**src/rtl/core/arpt_pkg.sv**
```systemverilog
package arpt_pkg;

  localparam int unsigned SLOT_W = 4;

  localparam logic [1:0] OP_MATCH  = 2'd0;
  localparam logic [1:0] OP_ADD    = 2'd1;
  localparam logic [1:0] OP_REMOVE = 2'd2;

  localparam logic [1:0] ST_OK   = 2'd0;
  localparam logic [1:0] ST_MISS = 2'd1;
  localparam logic [1:0] ST_FULL = 2'd2;

  typedef struct packed {
    logic [1:0]  opcode;
    logic [31:0] area_id;
    logic [31:0] address;
    logic [31:0] netmask;
    logic        suppress;
  } in_t;

  typedef struct packed {
    logic [1:0]        status;
    logic [SLOT_W-1:0] slot;
    logic [31:0]       hit_address;
    logic [31:0]       hit_mask;
    logic              hit_suppress;
    logic              recompute;
    logic              any_present;
  } out_t;

  typedef struct packed {
    logic [31:0] area;
    logic [31:0] prefix;
    logic [31:0] mask;
    logic        suppress;
  } entry_t;

  typedef enum logic [1:0] {
    S_IDLE,
    S_SCAN,
    S_FINISH
  } state_e;

  typedef struct packed {
    logic load;
    logic scan;
    logic commit;
  } ctrl_cmd_t;

  typedef struct packed {
    logic skip;
    logic hit;
    logic last_eval;
  } ctrl_sts_t;

endpackage

```
**src/rtl/core/area_range_prefix_table_core.sv**
```systemverilog
// Table of up to ENTRIES area summary ranges with match, add and remove
// commands. A command transfers when start is high while busy is low; its
// single result appears on res_o for exactly one cycle with res_valid_o
// high and must be taken then, as the receiver cannot stall it. A command
// scans the table one entry per cycle through a registered memory read and
// stops early when an entry hits; an unused opcode or a match on an empty
// table skips the scan. Busy falls in the cycle that presents the result,
// so the next command can transfer at the edge that takes it.
module area_range_prefix_table_core
  import arpt_pkg::*;
#(
  parameter int unsigned ENTRIES = 16
) (
  input  logic clk_i,
  input  logic rst_ni,
  input  logic start,
  output logic busy,
  input  in_t  cmd_i,
  output logic res_valid_o,
  output out_t res_o
);

  ctrl_cmd_t ctrl;
  ctrl_sts_t sts;

  arpt_ctrl u_ctrl (
    .clk_i  (clk_i),
    .rst_ni (rst_ni),
    .start  (start),
    .busy   (busy),
    .sts_i  (sts),
    .cmd_o  (ctrl)
  );

  arpt_datapath #(
    .ENTRIES (ENTRIES)
  ) u_datapath (
    .clk_i       (clk_i),
    .rst_ni      (rst_ni),
    .cmd_i       (cmd_i),
    .ctrl_i      (ctrl),
    .sts_o       (sts),
    .res_valid_o (res_valid_o),
    .res_o       (res_o)
  );

endmodule

```
**src/rtl/core/arpt_ctrl.sv**
```systemverilog
module arpt_ctrl
  import arpt_pkg::*;
(
  input  logic      clk_i,
  input  logic      rst_ni,
  input  logic      start,
  output logic      busy,
  input  ctrl_sts_t sts_i,
  output ctrl_cmd_t cmd_o
);

  state_e state_q, state_d;

  always_ff @(posedge clk_i or negedge rst_ni) begin
    if (!rst_ni) begin
      state_q <= S_IDLE;
    end else begin
      state_q <= state_d;
    end
  end

  always_comb begin
    state_d = state_q;
    unique case (state_q)
      S_IDLE: begin
        if (start) begin
          state_d = sts_i.skip ? S_FINISH : S_SCAN;
        end
      end
      S_SCAN: begin
        if (sts_i.hit || sts_i.last_eval) begin
          state_d = S_FINISH;
        end
      end
      S_FINISH: begin
        state_d = S_IDLE;
      end
      default: begin
        state_d = S_IDLE;
      end
    endcase
  end

  always_comb begin
    cmd_o = '0;
    busy  = 1'b1;
    unique case (state_q)
      S_IDLE: begin
        busy       = 1'b0;
        cmd_o.load = start;
      end
      S_SCAN: begin
        cmd_o.scan = 1'b1;
      end
      S_FINISH: begin
        cmd_o.commit = 1'b1;
      end
      default: begin
        busy = 1'b1;
      end
    endcase
  end

endmodule

```
**src/rtl/core/arpt_datapath.sv**
```systemverilog
module arpt_datapath
  import arpt_pkg::*;
#(
  parameter int unsigned ENTRIES = 16
) (
  input  logic      clk_i,
  input  logic      rst_ni,
  input  in_t       cmd_i,
  input  ctrl_cmd_t ctrl_i,
  output ctrl_sts_t sts_o,
  output logic      res_valid_o,
  output out_t      res_o
);

  localparam int unsigned IW = (ENTRIES > 1) ? $clog2(ENTRIES) : 1;
  localparam logic [IW-1:0] LAST_IDX = IW'(ENTRIES - 1);

  in_t                 op_q;
  entry_t              mem_q [ENTRIES];
  logic [ENTRIES-1:0]  valid_q, valid_d;
  logic [IW-1:0]       addr_q;
  logic                issue_done_q;
  logic                rd_vld_q;
  logic [IW-1:0]       rd_idx_q;
  logic                rd_ev_q;
  entry_t              rd_ent_q;
  logic                found_q;
  logic [IW-1:0]       found_idx_q;
  entry_t              found_ent_q;
  logic                free_q;
  logic [IW-1:0]       free_idx_q;
  logic                issue;
  logic                area_eq;
  logic                exact;
  logic                mhit;
  logic                hit;
  logic                wr_en;
  logic [IW-1:0]       wr_idx;
  out_t                res_d;

  assign issue = ctrl_i.scan && !issue_done_q;

  // entry compare at the evaluation stage
  assign area_eq = rd_ev_q && (rd_ent_q.area == op_q.area_id);
  assign exact   = area_eq && (rd_ent_q.prefix == op_q.address)
                   && (rd_ent_q.mask == op_q.netmask);
  assign mhit    = area_eq && (rd_ent_q.mask <= op_q.netmask)
                   && (((rd_ent_q.prefix ^ op_q.address) & rd_ent_q.mask) == 32'd0);
  assign hit     = ctrl_i.scan && rd_vld_q && ((op_q.opcode == OP_MATCH) ? mhit : exact);

  assign sts_o.hit       = hit;
  assign sts_o.last_eval = ctrl_i.scan && rd_vld_q && (rd_idx_q == LAST_IDX);
  assign sts_o.skip      = !((cmd_i.opcode == OP_ADD) || (cmd_i.opcode == OP_REMOVE)
                             || ((cmd_i.opcode == OP_MATCH) && (|valid_q)));

  always_ff @(posedge clk_i) begin
    if (ctrl_i.load) begin
      op_q <= cmd_i;
    end
  end

  always_ff @(posedge clk_i or negedge rst_ni) begin
    if (!rst_ni) begin
      addr_q       <= '0;
      issue_done_q <= 1'b0;
      rd_vld_q     <= 1'b0;
      found_q      <= 1'b0;
      free_q       <= 1'b0;
    end else if (ctrl_i.load) begin
      addr_q       <= '0;
      issue_done_q <= 1'b0;
      rd_vld_q     <= 1'b0;
      found_q      <= 1'b0;
      free_q       <= 1'b0;
    end else begin
      rd_vld_q <= issue;
      if (issue) begin
        addr_q       <= addr_q + 1'b1;
        issue_done_q <= (addr_q == LAST_IDX);
      end
      if (hit && !found_q) begin
        found_q <= 1'b1;
      end
      if (ctrl_i.scan && rd_vld_q && !rd_ev_q && !free_q) begin
        free_q <= 1'b1;
      end
    end
  end

  always_ff @(posedge clk_i) begin
    if (issue) begin
      rd_idx_q <= addr_q;
      rd_ev_q  <= valid_q[addr_q];
      rd_ent_q <= mem_q[addr_q];
    end
    if (hit && !found_q) begin
      found_idx_q <= rd_idx_q;
      found_ent_q <= rd_ent_q;
    end
    if (ctrl_i.scan && rd_vld_q && !rd_ev_q && !free_q) begin
      free_idx_q <= rd_idx_q;
    end
  end

  // commit of table update and result
  always_comb begin
    valid_d = valid_q;
    wr_en   = 1'b0;
    wr_idx  = found_idx_q;
    res_d   = '0;
    res_d.status = ST_MISS;
    case (op_q.opcode)
      OP_MATCH: begin
        if (found_q) begin
          res_d.status       = ST_OK;
          res_d.slot         = SLOT_W'(found_idx_q);
          res_d.hit_address  = found_ent_q.prefix;
          res_d.hit_mask     = found_ent_q.mask;
          res_d.hit_suppress = found_ent_q.suppress;
        end
      end
      OP_ADD: begin
        if (found_q) begin
          wr_en           = 1'b1;
          res_d.status    = ST_OK;
          res_d.slot      = SLOT_W'(found_idx_q);
          res_d.recompute = found_ent_q.suppress != op_q.suppress;
        end else if (free_q) begin
          wr_en           = 1'b1;
          wr_idx          = free_idx_q;
          valid_d[free_idx_q] = 1'b1;
          res_d.status    = ST_OK;
          res_d.slot      = SLOT_W'(free_idx_q);
          res_d.recompute = 1'b1;
        end else begin
          res_d.status = ST_FULL;
        end
      end
      OP_REMOVE: begin
        if (found_q) begin
          valid_d[found_idx_q] = 1'b0;
          res_d.status    = ST_OK;
          res_d.slot      = SLOT_W'(found_idx_q);
          res_d.recompute = 1'b1;
        end
      end
      default: begin
        res_d.status = ST_MISS;
      end
    endcase
    res_d.any_present = |valid_d;
  end

  always_ff @(posedge clk_i) begin
    if (ctrl_i.commit && wr_en) begin
      mem_q[wr_idx] <= '{area: op_q.area_id, prefix: op_q.address,
                         mask: op_q.netmask, suppress: op_q.suppress};
    end
  end

  always_ff @(posedge clk_i or negedge rst_ni) begin
    if (!rst_ni) begin
      valid_q     <= '0;
      res_valid_o <= 1'b0;
    end else begin
      res_valid_o <= ctrl_i.commit;
      if (ctrl_i.commit) begin
        valid_q <= valid_d;
      end
    end
  end

  always_ff @(posedge clk_i) begin
    if (ctrl_i.commit) begin
      res_o <= res_d;
    end
  end

endmodule
```
**config.mk**
```make
export PLATFORM = sky130hd
export DESIGN_NAME = area_range_prefix_table_core
export DESIGN_NICKNAME = d
export VERILOG_FILES = /design/src/rtl/core/arpt_pkg.sv /design/src/rtl/core/area_range_prefix_table_core.sv /design/src/rtl/core/arpt_ctrl.sv /design/src/rtl/core/arpt_datapath.sv
export SDC_FILE = /design/constraint.sdc
export NUM_CORES = 2
export LEC_CHECK = 0
export ABC_AREA = 1
export BUFFER_PORTS_ARGS = -buffer_cell sky130_fd_sc_hd__buf_2
export CAP_MARGIN = 20
export CORE_MARGIN = 5
export CORE_UTILIZATION = 50
export CTS_CLUSTER_SIZE = 8
export DETAILED_ROUTE_END_ITERATION = 8
export GPL_TIMING_DRIVEN = 0
export PLACE_DENSITY = 0.66
export REMOVE_ABC_BUFFERS = 1
export SLEW_MARGIN = 20
export SYNTH_ARGS = -nofsm -noshare
export SYNTH_HDL_FRONTEND = slang
export SYNTH_SLANG_ARGS = --single-unit
```
**constraint.sdc**
```tcl
create_clock -name clk_i -period 25.4 [get_ports clk_i]
set_input_delay 5.08 -clock clk_i [delete_from_list [all_inputs] [get_ports clk_i]]
set_output_delay 5.08 -clock clk_i [all_outputs]
set_load 0.02 [all_outputs]
```
# Word level (Yosys, flattened, before mapping)
# Memories as Yosys holds them, arrays and structs flattened. A register that Yosys moved wholly into a read port is not among the register bits.
# Index checks and enable logic that the tools add are counted.
[word_totals] rom_bits=0 ff_bits=277 in_bits=102 memories=1 word_cells=134 latch_bits=0 ram_bits=1552 output_inout_bits=75
[op_classes] bitwise_logic=5 n_reduce_logical=34 mul=0 div_mod_pow=0 mux=46 order_cmp=6 n_eq_ne=14 add_sub_neg=1 n_shift=0
[memory_table] name="u_datapath.mem_q" depth=16 word_bits=97 rd=1 rd_ports_with_merged_regs=1 write_ports=1 line="arpt_datapath.sv:19" source="entry_t mem_q [ENTRIES];"
[ops] cell="== test 32 bit" count=3
[ops] cell="2-to-1 mux 70 bit" count=1
[ops] cell="2-to-1 mux 16 bit" count=3
[ops] cell="bitwise AND 32 bit" count=1
[ops] cell="less-or-equal comparator 32 bit" count=1
[ops] cell="logical NOT 32 bit" count=1
[ops] cell="one-hot mux 16 bit (2 select lines)" count=1
[ops] cell="OR reduction 16 bit" count=2
[ops] cell="bitwise XOR 32 bit" count=1
[ops] cell="2-to-1 mux 4 bit" count=6
[ops] cell="2-to-1 mux 1 bit" count=22
[ops] cell="bitwise AND 16 bit" count=1
[ops] cell="logical AND 1 bit" count=16
[ops] cell="inverter 16 bit" count=1
[ops] cell="bitwise OR 16 bit" count=1
[ops] cell="< comparator 4 x 5 -> 1 bit, second input constant" count=3
[ops] cell="one-hot mux 4 bit (3 select lines)" count=1
[ops] cell="demux 1 bit (select 4 bit)" count=2
[ops] cell="== test 4 bit, second input constant" count=2
[ops] cell="greater-or-equal comparator 4 x 1 -> 1 bit, second input constant" count=2
[ops] cell="2-to-1 mux 2 bit" count=4
[ops] cell="== test 2 x 1 -> 1 bit, second input constant" count=3
[ops] cell="== test 2 bit, second input constant" count=3
[ops] cell="logical NOT 2 bit" count=3
[ops] cell="other kinds (14)" count=22

# Depth between registers and ports, before layout
[depth] ltp_word=9 depth_mapped=19 depth_no_buf=19

# Modules after synthesis
# A second synthesis with hierarchy kept.
[hier_totals] cells_unflattened=5586 hier_area_um2=75108.3
[by_module_without_submodules] mod="arpt_datapath" area_each_um2=74986.9 cells_per_inst=5568 instances=1 seq_area_each_um2=57650.3
[by_module_without_submodules] mod="arpt_ctrl" area_each_um2=121.4 cells_per_inst=18 instances=1 seq_area_each_um2=50.0

# Worst setup path after synthesis
# No wires, ideal clock.
[synth_timing] path_type="input -> register" startpoint="input start" endpoint="register u_datapath.addr_q[0]" arrival_ps=10028 setup_ps=136 setup_slack_ps=15236 required_ps=25264 path_buffers=0 path_stages=5 path_cell_list="inv_1 -> nor2_1 -> inv_1 -> o21ai_0 -> a21oi_1"
[synth_rtl] element="from (decl)" line="area_range_prefix_table_core.sv:16" source="input logic start,"
[synth_rtl] element="to (signal assigned)" line="arpt_datapath.sv:78" source="addr_q <= addr_q + 1'b1;"
[synth_rtl] element="to (decl)" line="arpt_datapath.sv:21" source="logic [IW-1:0] addr_q;"

# Worst setup path in the final report
[layout_timing] startpoint="register u_ctrl.state_q[0]" endpoint="output busy"
[layout_between] elab_chain_cells=2
[layout_lines] element="from (decl)" line="arpt_ctrl.sv:12" source="state_e state_q, state_d;"
[layout_lines] element="from (signal assigned)" line="arpt_ctrl.sv:18" source="state_q <= state_d;"
[layout_lines] element="logical NOT 2 bit" line="arpt_ctrl.sv:47" source="unique case (state_q)"
[layout_lines] element="2-to-1 mux 1 bit" line="arpt_ctrl.sv:47"
[layout_lines] element="to (decl)" line="area_range_prefix_table_core.sv:17" source="output logic busy,"
# Every way passes these cells.

==> results.ini <==
[final_layout]
finalNetCount=5937
stdcell_count=7840
area_delta_synth_final_pct=18.0
drive_gt1_share_pct=11.8
fill_cells=11048

[route]
drcViolationCount=0
vias_per_cell=6.06
dr.pass1.iters=6
first_iter_violations=6225
vias=47475
wl_um=200000
final_antenna_net_count=0
detail_route.wl_per_cell_um=25.5

[timing]
fmax_ghz=0.145
rsz0062_at_grt=no
drv_slew=0
slew_headroom_pct=41.3
hold_ws_ps=428
setup_viol=0
fin_crit_sh_pct=27.1
timing_hold_violations_final=0
fin_skew_ps=51.9
worstMarginPinSlew_ps=879
finalCriticalPeriod_ps=6890

[worst_setup_path]
worst-setup-path-type=register to output port
worstReg2RegStart=u_ctrl.state_q[1]
arrival_ps=1810
startpoint_type=register
worst_ep_required_time_ps=20320
worst_setup_path_end_kind=output port
cpMaxStageDelayCell=dfrtp_1
path_cells=nor2_1, inv_1, buf_2
worstRegToRegCells=11
max_stage_delay_ps=440
worstSetupStartpoint=u_ctrl.state_q[0]
cp_max_fo=3

[cts]
htree_num_levels=5
cts_root_buf=clkbuf_16
post_cts_resized=0
clock_sinks=1926
cts_buffer_depth=4
post_cts_buffers=0
clk-insertion-delay-late_ps=890
clk_pin_slew_ps=50
cts_tree=built
numCtsBuffers=291
cts_hold_buf=0

[logic_synthesis]
synthTopCellsByArea=edfxtp_1, o21ai_0, nor2_1, o221ai_1, nand2_1
yosys_warnings=0
synth_top_area_share_pct=75.8
synth_cells=5503
avgSynthCellArea_um2=13.7
synth.distinct_cells=40
synth_seq_cells=1926
syn_area_um2=75200
synth_area_leader_cell=edfxtp_1
ys_seq_area_share_pct=76.7

[placement]
gp_congestion=0.842
port-buffer-count=176
dp.final_hpwl_um=118000
placedCellCount=7520

[floorplanning]
die_w_um=398
initial_utilization_pct=50.2
pin_count=177
rows=142
core_um2=150000
die_h_um=398
die_area_um2=158000

[global_routing]
antenna_found_initial=3
grt_pass1_vias=46039
grt_start_max_net_pins=143
grtUsageTotal_pct=24.8
grt_first_pass_wirelength_um=295000
gr-total-overflow=0

[flow_run]
maxCapViolations=0

[pwr]
power.density_nw_per_um2=107
p_leak_nw=30.1
vdd_drop_max_v=0.0000720

[hold_path]
hold_class=register to register
hp-start=u_datapath.rd_ent_q[0]
whs_path_depth=0

[run_status]
status=finished, final reports clean

-- final cells by class --
type | instances | area [um2] | area share (%)
antenna | 2 | 5.00 | 0.00564
timing repair buffer | 339 | 4740 | 5.34
inverter | 260 | 1000 | 1.13
multi-input combinational | 2979 | 15300 | 17.2
clock inverter | 9 | 73.8 | 0.0831
clock buffer | 309 | 7480 | 8.42
tap | 2016 | 2520 | 2.84
sequential | 1926 | 57700 | 65.0
-- report_power, final --
group / leakage [nW] / total (mW) / switching, mW / internal, mW
clock: 3.71 / 3.28 / 1.24 / 2.04
combinational: 8.85 / 2.13 / 1.45 / 0.674
sequential: 17.5 / 4.11 / 0.256 / 3.86
total: 30.1 / 9.52 / 2.95 / 6.58
-- logic make-up (layout without fill, tap and decap cells) --
group	after synthesis	in the layout	synth area share, %
simple gates	1521	1521	7.96
other cells	0	2	0
compound gates	1408	1408	11.3
flops	1926	1926	76.7
buf+inv	598	917	3.22
fa+ha+maj	38	38	0.632
xor+xnor	12	12	0.140
-- flip-flops by register name (all words and copies together), names as in the netlist, 2 cells and up --
signal                  cells
u_ctrl.state_q              2
u_datapath.addr_q           4
u_datapath.found_ent_q     65
u_datapath.found_idx_q      4
u_datapath.free_idx_q       4
u_datapath.mem_q         1552
u_datapath.op_q            99
u_datapath.rd_ent_q        97
u_datapath.rd_idx_q         4
u_datapath.res_o           73
u_datapath.valid_q         16
-- metal layers --
layer	share of wire (%)	GRT usage (%)
met4	3.2	8.77
met5	0	0
met3	8.9	4.31
met1	40	34.8
met2	47	39.7
-- cell usage after synthesis --
| cell | number |
|---|---|
| ha_1 | 38 |
| nor3b_2 | 1 |
| a21boi_0 | 1 |
| xnor2_1 | 9 |
| buf_4 | 7 |
| o221ai_1 | 284 |
| nor4_2 | 1 |
| a21oi_2 | 3 |
| inv_2 | 5 |
| o21ai_1 | 8 |
| xor2_1 | 3 |
| clkbuf_1 | 202 |
| edfxtp_1 | 1899 |
| buf_2 | 113 |
| nor3_1 | 8 |
| nand2_2 | 1 |
| nand3b_1 | 1 |
| or2_2 | 6 |
| nand3_1 | 146 |
| and2_1 | 1 |
| o21ai_0 | 845 |
| dfrtp_1 | 27 |
| a31oi_1 | 1 |
| or2_1 | 1 |
| inv_1 | 254 |
| nor4_1 | 3 |
| o31ai_1 | 1 |
| a211oi_1 | 1 |
| o21bai_1 | 1 |
| a21o_1 | 2 |
| o211ai_1 | 104 |
| buf_6 | 1 |
| nand2_1 | 395 |
| o21a_1 | 2 |
| o22ai_1 | 106 |
| buf_1 | 15 |
| a21oi_1 | 49 |
| clkinv_1 | 1 |
| nand4_1 | 14 |
| nor2_1 | 943 |
-- worst paths after layout --
kind / endpoint / slack (ps)
worst max-delay path: busy / 18510
worst min-delay path: u_datapath.found_ent_q[0] / 430
worst max register to register: u_datapath.mem_q[12][88] / 20970
worst min register to register: u_datapath.found_ent_q[0] / 430
max in group asynchronous: u_datapath.addr_q[3] / 20640
min in group asynchronous: u_datapath.found_q / 4240
-- layout by cell type (no fill, tap or decap), types with 81 or more instances in the layout --
| master | Yosys | layout |
|---|---|---|
| buf_16 | 0 | 81 |
| clkbuf_16 | 0 | 297 |
| inv_1 | 254 | 254 |
| nor2_1 | 943 | 923 |
| o211ai_1 | 104 | 104 |
| edfxtp_1 | 1899 | 1899 |
| o22ai_1 | 106 | 106 |
| nand3_1 | 146 | 146 |
| buf_2 | 113 | 176 |
| o221ai_1 | 284 | 284 |
| o21ai_0 | 845 | 845 |
| nand2_1 | 395 | 394 |
-- metrics by stage --
step                      power (mW)  worst slack [ps]  area [um2]  utilization, %  TNS (ps)
after detailed placement        6.27             18430       81200            54.2         0
after floorplan                 5.48             -5770       73800               -   -575120
after global routing            9.93             18480       88800            59.3         0
final                           9.52             18510       88800            59.3         0
after CTS                       9.56             18450       88800            59.3         0
after global placement          6.37            -49860       77200            51.5  -4971790
-- critical path, delay by kind of cell, from the launching register on --
family | cells | cell delay, ps
DFF | 1 | 440
and+or+nand+nor | 1 | 210
buffers and inverters | 2 | 300
(Power assumes the default switching activity.)
